`src/rtl/lpgc_pkg.sv`:
```
// Package for the linear-probing group-count hash table.
// Holds table geometry, result codes, state encoding and the command and
// status structs between the controller and the datapath. No dependencies.
`default_nettype none

package lpgc_pkg;

  // Table geometry: the slot index wraps as a power-of-two counter.
  localparam int unsigned TABLE_SIZE = 1024;
  localparam int unsigned SLOT_W     = $clog2(TABLE_SIZE);
  localparam int unsigned KEY_W      = 32;
  localparam int unsigned COUNT_W    = 32;
  localparam int unsigned ENTRY_W    = KEY_W + COUNT_W;
  localparam int unsigned PROD_W     = 2 * KEY_W;

  // 64-bit Fibonacci multiplier, split into halves for 32x32 products.
  localparam logic [63:0]      FIB_MULT = 64'h9E37_79B9_7F4A_7C15;
  localparam logic [KEY_W-1:0] FIB_LO   = FIB_MULT[31:0];
  localparam logic [KEY_W-1:0] FIB_HI   = FIB_MULT[63:32];

  // Configuration port.
  localparam int unsigned PADDR_W = 3;
  localparam int unsigned PDATA_W = 32;
  localparam logic [PADDR_W-3:0] REG_HASH_MODE = '0;

  localparam logic OP_INSERT = 1'b0;

  typedef enum logic [2:0] {
    ST_EXISTING  = 3'd0,
    ST_NEW       = 3'd1,
    ST_NOT_FOUND = 3'd2,
    ST_FULL      = 3'd3,
    ST_RESERVED  = 3'd4
  } status_e;

  typedef enum logic [2:0] {
    S_CLEAR,
    S_IDLE,
    S_HASH_LO,
    S_HASH_HI,
    S_HASH_SUM,
    S_PROBE,
    S_RESV
  } state_e;

  // Controller -> datapath.
  typedef struct packed {
    logic    in_ready;
    logic    capture;
    logic    load_home_low;
    logic    mul_lo;
    logic    mul_hi;
    logic    load_home_fib;
    logic    advance;
    logic    clr_we;
    logic    write;
    logic    emit;
    status_e res;
  } lpgc_cmd_t;

  // Datapath -> controller.
  typedef struct packed {
    logic in_valid;
    logic in_key_zero;
    logic hash_mode;
    logic hit;
    logic empty;
    logic is_insert;
    logic last_probe;
    logic clr_last;
    logic out_free;
  } lpgc_stat_t;

endpackage

`default_nettype wire

```
`src/rtl/lpgc_ctrl.sv`:
```
// Controller of the group-count table: clearing pass, hash sequencing,
// probe loop and result issue. Depends on lpgc_pkg.
`default_nettype none

module lpgc_ctrl (
  input  wire logic                clk_i,
  input  wire logic                rst_ni,
  input  wire lpgc_pkg::lpgc_stat_t stat_i,
  output lpgc_pkg::lpgc_cmd_t       cmd_o
);
  import lpgc_pkg::*;

  state_e state_q, state_d;
  logic   finish;

  assign finish = stat_i.hit || stat_i.empty || stat_i.last_probe;

  always_ff @(posedge clk_i or negedge rst_ni) begin
    if (!rst_ni) begin
      state_q <= S_CLEAR;
    end else begin
      state_q <= state_d;
    end
  end

  always_comb begin
    state_d = state_q;
    unique case (state_q)
      S_CLEAR: begin
        if (stat_i.clr_last) state_d = S_IDLE;
      end
      S_IDLE: begin
        if (stat_i.in_valid) begin
          if (stat_i.in_key_zero) begin
            state_d = S_RESV;
          end else if (stat_i.hash_mode) begin
            state_d = S_HASH_LO;
          end else begin
            state_d = S_PROBE;
          end
        end
      end
      S_HASH_LO:  state_d = S_HASH_HI;
      S_HASH_HI:  state_d = S_HASH_SUM;
      S_HASH_SUM: state_d = S_PROBE;
      S_PROBE: begin
        if (finish && stat_i.out_free) state_d = S_IDLE;
      end
      S_RESV: begin
        if (stat_i.out_free) state_d = S_IDLE;
      end
      default: state_d = S_CLEAR;
    endcase
  end

  always_comb begin
    cmd_o = '0;
    cmd_o.res = ST_RESERVED;
    unique case (state_q)
      S_CLEAR: cmd_o.clr_we = 1'b1;
      S_IDLE: begin
        cmd_o.in_ready = 1'b1;
        if (stat_i.in_valid) begin
          cmd_o.capture       = 1'b1;
          cmd_o.load_home_low = !stat_i.in_key_zero && !stat_i.hash_mode;
        end
      end
      S_HASH_LO:  cmd_o.mul_lo = 1'b1;
      S_HASH_HI:  cmd_o.mul_hi = 1'b1;
      S_HASH_SUM: cmd_o.load_home_fib = 1'b1;
      S_PROBE: begin
        if (!finish) begin
          cmd_o.advance = 1'b1;
        end else if (stat_i.out_free) begin
          cmd_o.emit = 1'b1;
          if (stat_i.hit) begin
            cmd_o.res   = ST_EXISTING;
            cmd_o.write = stat_i.is_insert;
          end else if (stat_i.empty) begin
            cmd_o.res   = stat_i.is_insert ? ST_NEW : ST_NOT_FOUND;
            cmd_o.write = stat_i.is_insert;
          end else begin
            cmd_o.res = stat_i.is_insert ? ST_FULL : ST_NOT_FOUND;
          end
        end
      end
      S_RESV: cmd_o.emit = stat_i.out_free;
      default: cmd_o = '0;
    endcase
  end

  a_no_wrap: assert property (@(posedge clk_i) disable iff (!rst_ni)
    cmd_o.advance |-> !stat_i.last_probe)
    else $error("probe advanced past the whole table");

  a_clear_done: assert property (@(posedge clk_i) disable iff (!rst_ni)
    (state_q == S_CLEAR && stat_i.clr_last) |=> state_q == S_IDLE)
    else $error("clearing pass did not end at the last slot");

endmodule

`default_nettype wire

```
`config.mk`:
```
export PLATFORM = sky130hd
export DESIGN_NAME = lpgc_ctrl
export DESIGN_NICKNAME = d
export VERILOG_FILES = /design/src/rtl/lpgc_pkg.sv /design/src/rtl/lpgc_ctrl.sv
export SDC_FILE = /design/constraint.sdc
export NUM_CORES = 1
export LEC_CHECK = 0
export BUFFER_PORTS_ARGS = -buffer_cell sky130_fd_sc_hd__buf_4
export CORE_AREA = 2 2 39 41
export CTS_BUF_LIST = sky130_fd_sc_hd__clkbuf_8
export DETAILED_ROUTE_END_ITERATION = 8
export DIE_AREA = 0 0 41 43
export PLACE_DENSITY = 0.57
export SYNTH_ARGS = -nofsm -noshare
export SYNTH_HDL_FRONTEND = slang
export SYNTH_SLANG_ARGS = --single-unit
export TNS_END_PERCENT = 20
```
`constraint.sdc`:
```
create_clock -name clk_i -period 1.3 [get_ports clk_i]
set_clock_uncertainty 0.1 [all_clocks]
set_input_delay 0.13 -clock clk_i [delete_from_list [all_inputs] [get_ports clk_i]]
set_output_delay 0.13 -clock clk_i [all_outputs]
set_load 0.01 [all_outputs]
```
---- Yosys cells after proc, flatten, opt, wreduce, memory -nomap -nowiden ----
Index checks and enable logic that the tools add are counted.
cells by class
  $add $sub $neg .......................... 0
  multipliers ............................. 0
  divide/modulo/power cells ............... 0
  order comparisons ....................... 0
  eq/ne operators ......................... 10
  shift-type cells ........................ 0
  muxes and demuxes ....................... 26
  bitwise gates (word level) .............. 0
  reductions and logical operators ........ 9
operator list
  kind                                           count
  two-way mux 3 bit                              8
  one-hot mux 3 bit (7 select lines)             1
  two-way mux 1 bit                              10
  two-way mux 5 bit                              2
  == test 3 bit, second input constant           3
  != test 2 bit, second input constant           4
  == test 3 x 2 -> 1 bit, second input constant  2
  two-way mux 2 bit                              3
  one-hot mux 3 bit (2 select lines)             1
  OR reduction 6 bit                             1
  AND reduction 4 bit                            1
  == test 3 x 1 -> 1 bit, second input constant  1
  logical NOT 3 bit                              1
  logical AND 1 bit                              2
  logical NOT 1 bit                              2
  logical OR 1 bit                               2
  one-hot mux 1 bit (2 select lines)             1
storage, ports and cells
  register bits after elaboration ......... 3
  bits in latches ......................... 0
  RAM bits ................................ 0
  bits in read-only memories .............. 0
  bits of input ports ..................... 11
  word-level logic and storage cells ...... 46
  memories kept ........................... 0

---- Logic depth before layout (Yosys ltp) ----
Gate-level depths: netlist of the first run.
  depth in word-level cells ............... 6
  depth in mapped cells ................... 4
  mapped depth without buffers ............ 4

---- Least setup slack after synthesis of the first run ----
OpenSTA, ideal clock, no wires.
  path type ............................... flip-flop to output port
  from .................................... reg state_q[0]
  to ...................................... out cmd_o[6] (netlist name)
  arrival ................................. 1,005 ps
  data required time ...................... 1,070 ps
  path slack .............................. 65 ps
  stages on the path, launching flop included .. 4
  path buffers ............................ 0
  path through ............................ dfrtp_1 nor2b_4 nand2_2 nor4_1
RTL lines
  item                    line             text
  from (decl)             lpgc_ctrl.sv:13  state_e state_q, state_d;
  from (signal assigned)  lpgc_ctrl.sv:22  state_q <= state_d;
  to (decl)               lpgc_ctrl.sv:9   output lpgc_pkg::lpgc_cmd_t cmd_o

==> results of run 1 <==
==> cell families (layout without fill, tap and decap cells) <==
group / Yosys count / in the layout / synth area share [%]
AO/OA/AOI/OAI: 14 / 14 / 25.3
buffers and inverters: 5 / 35 / 6.25
AND/OR/NAND/NOR: 27 / 27 / 44.8
flip-flops: 3 / 3 / 20.8
multiplexers: 1 / 1 / 2.78
==> placed cells by master, fill, tap and decap left out, drive strengths merged, types with 2 or more instances in the layout <==
cell and count:
nor2b 2, dfrtp 3, o21ai 5, inv 3, nand2 6, nor2 6, buf 28, and3 3
o211ai 2, and2b 2, nor3b 2, nand3 2, clkbuf 3
==> through the flow <==
step	hold slack (ps)	setup WS (ps)	power, mW	cell area (um^2)
CTS	117	-186	1.33	653
detailed placement	-180	33.4	0.963	568
floorplan	-266	65.5	0.652	360
global route	149	-234	1.43	664
global placement	-180	19.1	0.969	568
finish	115	-183	1.33	664
==> worst max-delay path, cell delays in order (launching register included) <==
cell and delay, ps:
dfrtp_1 420, nor2b_4 170, nand2_4 90, nor2_4 80, and3_1 150, buf_4 110
==> worst max path at each step <==
| stage | start | to | slack (ps) |
|---|---|---|---|
| floorplan | state_q[0] | cmd_o[6] | 70 |
| global placement | stat_i[4] | cmd_o[3] | 20 |
| detailed placement | stat_i[4] | cmd_o[3] | 30 |
| CTS | state_q[1] | cmd_o[1] | -190 |
| global route | state_q[2] | cmd_o[10] | -230 |
| finish | state_q[1] | cmd_o[1] | -180 |
==> layer usage <==
metal / up-vias / share of wire [%] / GRT usage [%]
li1: 240 / - / -
met1: 210 / 40 / 15.8
met2: 20 / 49 / 21.9
met3: 2 / 9.1 / 5.24
met4: 0 / 1.9 / 10.0
met5: - / 0 / 0
==> what timing repair did <==
item | 4_1_cts | 5_1_grt
pin swaps | 2 | 1
endpoints found under the hold margin | 3 | 0
endpoints found under the setup margin | 13 | 14
gates resized for setup | 6 | 2
hold buffers | 1 | 0
setup buffers | 1 | 0
==> power breakdown <==
group | switching, mW | internal (mW)
Sequential | 0.0579 | 0.140
Combinational | 0.408 | 0.448
Clock | 0.0713 | 0.202
Total | 0.537 | 0.790
==> final cells by class <==
type / count / share of cell area, %
tap: 16 / 3.01
clock inverter: 1 / 0.565
clock buffer: 3 / 6.21
multi-input combinational: 42 / 43.9
inverter: 2 / 1.13
timing repair buffer: 29 / 33.7
sequential: 3 / 11.5
==> flow_metrics.tcl, run 1 <==
set metrics [dict create \
    fmax_mhz 675 \
    n_antenna_cell 0 \
    ant_nets 0 \
    yosysTopAreaCell "dfrtp_1" \
    whs_path_depth 4 \
    wl_per_cell_um 10.6 \
    cts_tree "built" \
    slew_headroom_pct 83.0 \
    hold_class "input pin to flip-flop" \
    vias 472 \
    die_height_um 43 \
    htree_num_levels 1 \
    cap_viol_max_count 0 \
    clock_tree.root_cell "clkbuf_8" \
    start_kind "flip-flop" \
    firstDrtPassIters 4 \
    seq_area_frac_synth_pct 20.8 \
    multi_input_area_um2 292 \
    fin_crit_ps 1480 \
    cts_num_sinks 3 \
    rows 14 \
    finalNonFillerCells 96 \
    crit_type "flip-flop to primary output" \
    start_util_pct 26.0 \
    dp.cells 90 \
    area_growth_pct 84.4 \
    hold_path_end "state_q[1]" \
    grt_pass1_vias 424 \
    p_leak_nw 0.336 \
    layout_setup_ws_ps -183 \
    coreArea_um2 1380 \
    regMostFlops "state_q" \
    largest_registers "state_q x3" \
    drive_gt1_share_pct 53.8 \
    synth_commonest_cells "5 x nor2_1, 5 x o21ai_0, 4 x nand2_1, 3 x buf_2, 3 x dfrtp_1" \
    viasPerCell 4.92 \
    clk_path_buf_depth 2 \
    synth-edff-count 0 \
    status "complete, but fails checks" \
    dp_hpwl_um 765 \
    clkLatencyLatePin_ps 220 \
    hp-start "stat_i[0]" \
    violations "negative setup slack" \
    largest_register_ffs 3 \
    reg2reg_slack_ps 70 \
    cts_buffers 3 \
    num-fill-cells 141 \
    synth_cells 50 \
    tightest_slew_ps 255 \
    required_ps 1070 \
    regArea_um2 76.3 \
    grt_use_total_pct 14.5 \
    cp_max_fo 4 \
    crit-reg2reg-launch "state_q[1]" \
    final.setup.tns_ps -1400 \
    antenna_found_initial 0 \
    hold_viol_final 0 \
    post-route-util_pct 48.0 \
    finalCritPeriodShare_pct 114 \
    endpoint_kind "primary output" \
    port_buffers 23 \
    async_reset_ff_share_pct 100 \
    drc 0 \
    rsz0062_at_grt "true" \
    ys.warnings.count 0 \
    synthTopCellsByArea "dfrtp_1 21%, o21ai_0 6.9%, nor2_1 5.2%, buf_2 4.2%, nand2_1 4.2%" \
    nNetsFinal 92 \
    gp_congestion 0.748 \
    r2r-end "state_q[1]" \
    synth_nets 61 \
    synthFlopType "dfrtp_1" \
    r2r_cells 5 \
    synth.top_cell.area_share_pct 20.8 \
    design.die.area_um2 1760 \
    grt_max_degree 14 \
    synth_area_per_cell_um2 7.21 \
    crit_arrival_ps 1250 \
    first_iter_violations 3 \
    synth-seq-cells 3 \
    powerDensity_nw_per_um2 2000 \
    routed_wl_um 1020 \
    synth_cell_types 29 \
    slew_viol_final 0 \
    grt_pass1_wl_um 1670 \
    io_pins 24 \
    die_w_um 41 \
    syn_area_um2 360 \
    finalSetupViolCount 13 \
    grt_overflow 0 \
    cts.clk_slew.worst_paths_ps 40 \
    ir_worst_vdd_v 0.000897 \
]
Note: power is estimated with default switching activity, not from simulation.
==> inputs of run 2 (changes only) <==
- ABC_AREA: not set -> 1
==> flow_metrics.tcl, run 2 <==
set metrics [dict create \
    cap_viol_max_count 0 \
    die_height_um 43 \
    tightest_slew_ps 270 \
    die_w_um 41 \
    first_iter_violations 9 \
    routed_wl_um 1060 \
    cts_num_sinks 3 \
    synth_commonest_cells "11 x nand2_1, 10 x inv_1, 6 x nor2_1, 4 x nand2_2" \
    clkPwrFrac_pct 19.6 \
    ant_nets 0 \
    nNetsFinal 98 \
    crit_type "flip-flop to primary output" \
    yosysTopAreaCell "dfrtp_1" \
    layout_setup_ws_ps -172 \
    async_reset_ff_share_pct 100 \
    wl_per_cell_um 10.4 \
    crit_arrival_ps 1240 \
    vias 457 \
    switching_share_pct 43.9 \
    finalSetupViolCount 12 \
    synth_nets 67 \
    p_sw_mw 0.584 \
    num-fill-cells 145 \
    synth.most_common_cell "nand2_1" \
    htree_num_levels 1 \
    largest_registers "state_q x3" \
    powerDensity_nw_per_um2 1990 \
    status "complete, but fails checks" \
    post-route-util_pct 48.4 \
    slew_headroom_pct 81.9 \
    synth_area_per_cell_um2 6.57 \
    fin_crit_ps 1470 \
    slew_viol_final 0 \
    p_int_mw 0.746 \
    cts_buffers 3 \
    ir_worst_vdd_v 0.00118 \
    clock_tree.root_cell "clkbuf_8" \
    hold_viol_final 0 \
    fmax_mhz 679 \
    antenna_found_initial 0 \
    dp.cells 95 \
    rsz0062_at_grt "true" \
    grt_pass1_vias 468 \
    coreArea_um2 1380 \
    layout_commonest_cell "buf_4" \
    start_util_pct 26.6 \
    finalCritPeriodShare_pct 113 \
    viasPerCell 4.48 \
    final_cell_mix "25 x buf_4, 10 x nand2_1, 9 x inv_1" \
    grt_max_degree 7 \
    start_kind "flip-flop" \
    area_growth_pct 82.0 \
    violations "negative setup slack" \
    finalNonFillerCells 102 \
    synthFlopType "dfrtp_1" \
    cts.clk_slew.worst_paths_ps 30 \
    p_leak_nw 0.353 \
    dp_hpwl_um 862 \
    n_antenna_cell 0 \
    firstDrtPassIters 4 \
    grt_pass1_wl_um 1770 \
    gp_congestion 0.716 \
    design.die.area_um2 1760 \
    endpoint_kind "primary output" \
    hold_class "input pin to async pin" \
    synthTopCellsByArea "dfrtp_1 20%, nand2_1 11%, inv_1 10%, nand2_2 6.8%, nor2_1 6.1%" \
    ys.warnings.count 0 \
    port_buffers 23 \
    required_ps 1070 \
    synth_cell_types 21 \
    seq_power_share_pct 17.0 \
    regMostFlops "state_q" \
    synth.top_cell.area_share_pct 20.4 \
    syn_area_um2 368 \
    grt_use_total_pct 14.4 \
    seq_area_frac_synth_pct 20.4 \
    synth-edff-count 0 \
    io_pins 24 \
    clk_path_buf_depth 2 \
    clkLatencyLatePin_ps 220 \
    drive_gt1_share_pct 60.5 \
    pwr-share-comb_pct 63.4 \
    cp_max_fo 6 \
    grt_overflow 0 \
    rows 14 \
    drc 0 \
    synth_cells 56 \
    synth-seq-cells 3 \
    cts_tree "built" \
    largest_register_ffs 3 \
]
## run 2: cell types whose count changed after synthesis, sizes merged, moves of 3 or more
cell / before / now
o21ai: 5 / 0
nand2: 6 / 15
nor3: 1 / 4
and3: 3 / 0
inv: 2 / 11
## run 2: cell families (layout without fill, tap and decap cells)
kind of cell           Yosys count  in the layout  synth area share [%]
AO/OA/AOI/OAI                    7              7                  13.3
AND/OR/NAND/NOR                 33             33                  50.7
buffers and inverters           13             43                  15.6
flip-flops                       3              3                  20.4
## run 2: stage by stage
step	setup TNS [ps]	power [mW]	hold WS, ps	cell area, um^2	setup WS, ps
2_1_floorplan	0	0.670	-266	373	57.8
3_3_place_gp	-12.3	0.927	-181	564	-12.3
3_5_place_dp	-61.7	0.938	-180	564	-44.6
4_1_cts	-1260	1.31	137	653	-189
5_1_grt	-2050	1.45	153	669	-253
6_report	-1190	1.33	142	669	-172
## run 2: repair_timing
item / CTS / global route
hold buffers: 1 / 0
resized for setup: 7 / 5
setup buffers: 2 / 0
hold endpoints to repair: 3 / 0
pin swaps: 2 / 2
endpoints found under the setup margin: 14 / 16
## run 2: cell type report
type	instances	area [um^2]	share of cell area (%)
clock buffers	3	41.3	6.17
repair buffers	28	220	32.9
clock inverters	1	3.75	0.561
well taps	16	20.0	2.99
inverters	11	41.3	6.17
multi-input cells	40	264	39.4
flip-flops and latches	3	78.8	11.8
## run 2: power by group through the flow
stage	registers (mW)	logic, mW	clock network [mW]
final	0.226	0.843	0.261
after global routing	0.237	0.937	0.276
after CTS	0.222	0.818	0.269
after detailed placement	0.224	0.714	0
after global placement	0.221	0.706	0
after floorplan	0.170	0.500	0
## run 2: routing by layer
layer | up-vias | global-route usage (%) | part of all wire (%)
met4 | 0 | 6.00 | 1.8
li1 | 237 | - | -
met5 | - | 0 | 0
met3 | 2 | 1.57 | 5.9
met1 | 200 | 15.2 | 38
met2 | 18 | 26.3 | 54
## run 2: final timing paths
kind	startpoint	endpoint	slack, ps	cells past startpoint
min in group clk_i	stat_i[1]	state_q[2]	170	5
worst min-delay path	rst_ni	state_q[2]	140	2
worst min register to register	state_q[0]	state_q[1]	580	3
worst max register to register	state_q[2]	state_q[0]	50	5
max in group asynchronous	rst_ni	state_q[0]	850	2
worst max-delay path	state_q[1]	cmd_o[1]	-170	4
## run 2: critical path, stage by stage, from the launching register on
cell and delay, ps:
dfrtp_2 460, nor2_4 170, nand3_4 100, a211oi_2 150, buf_4 150
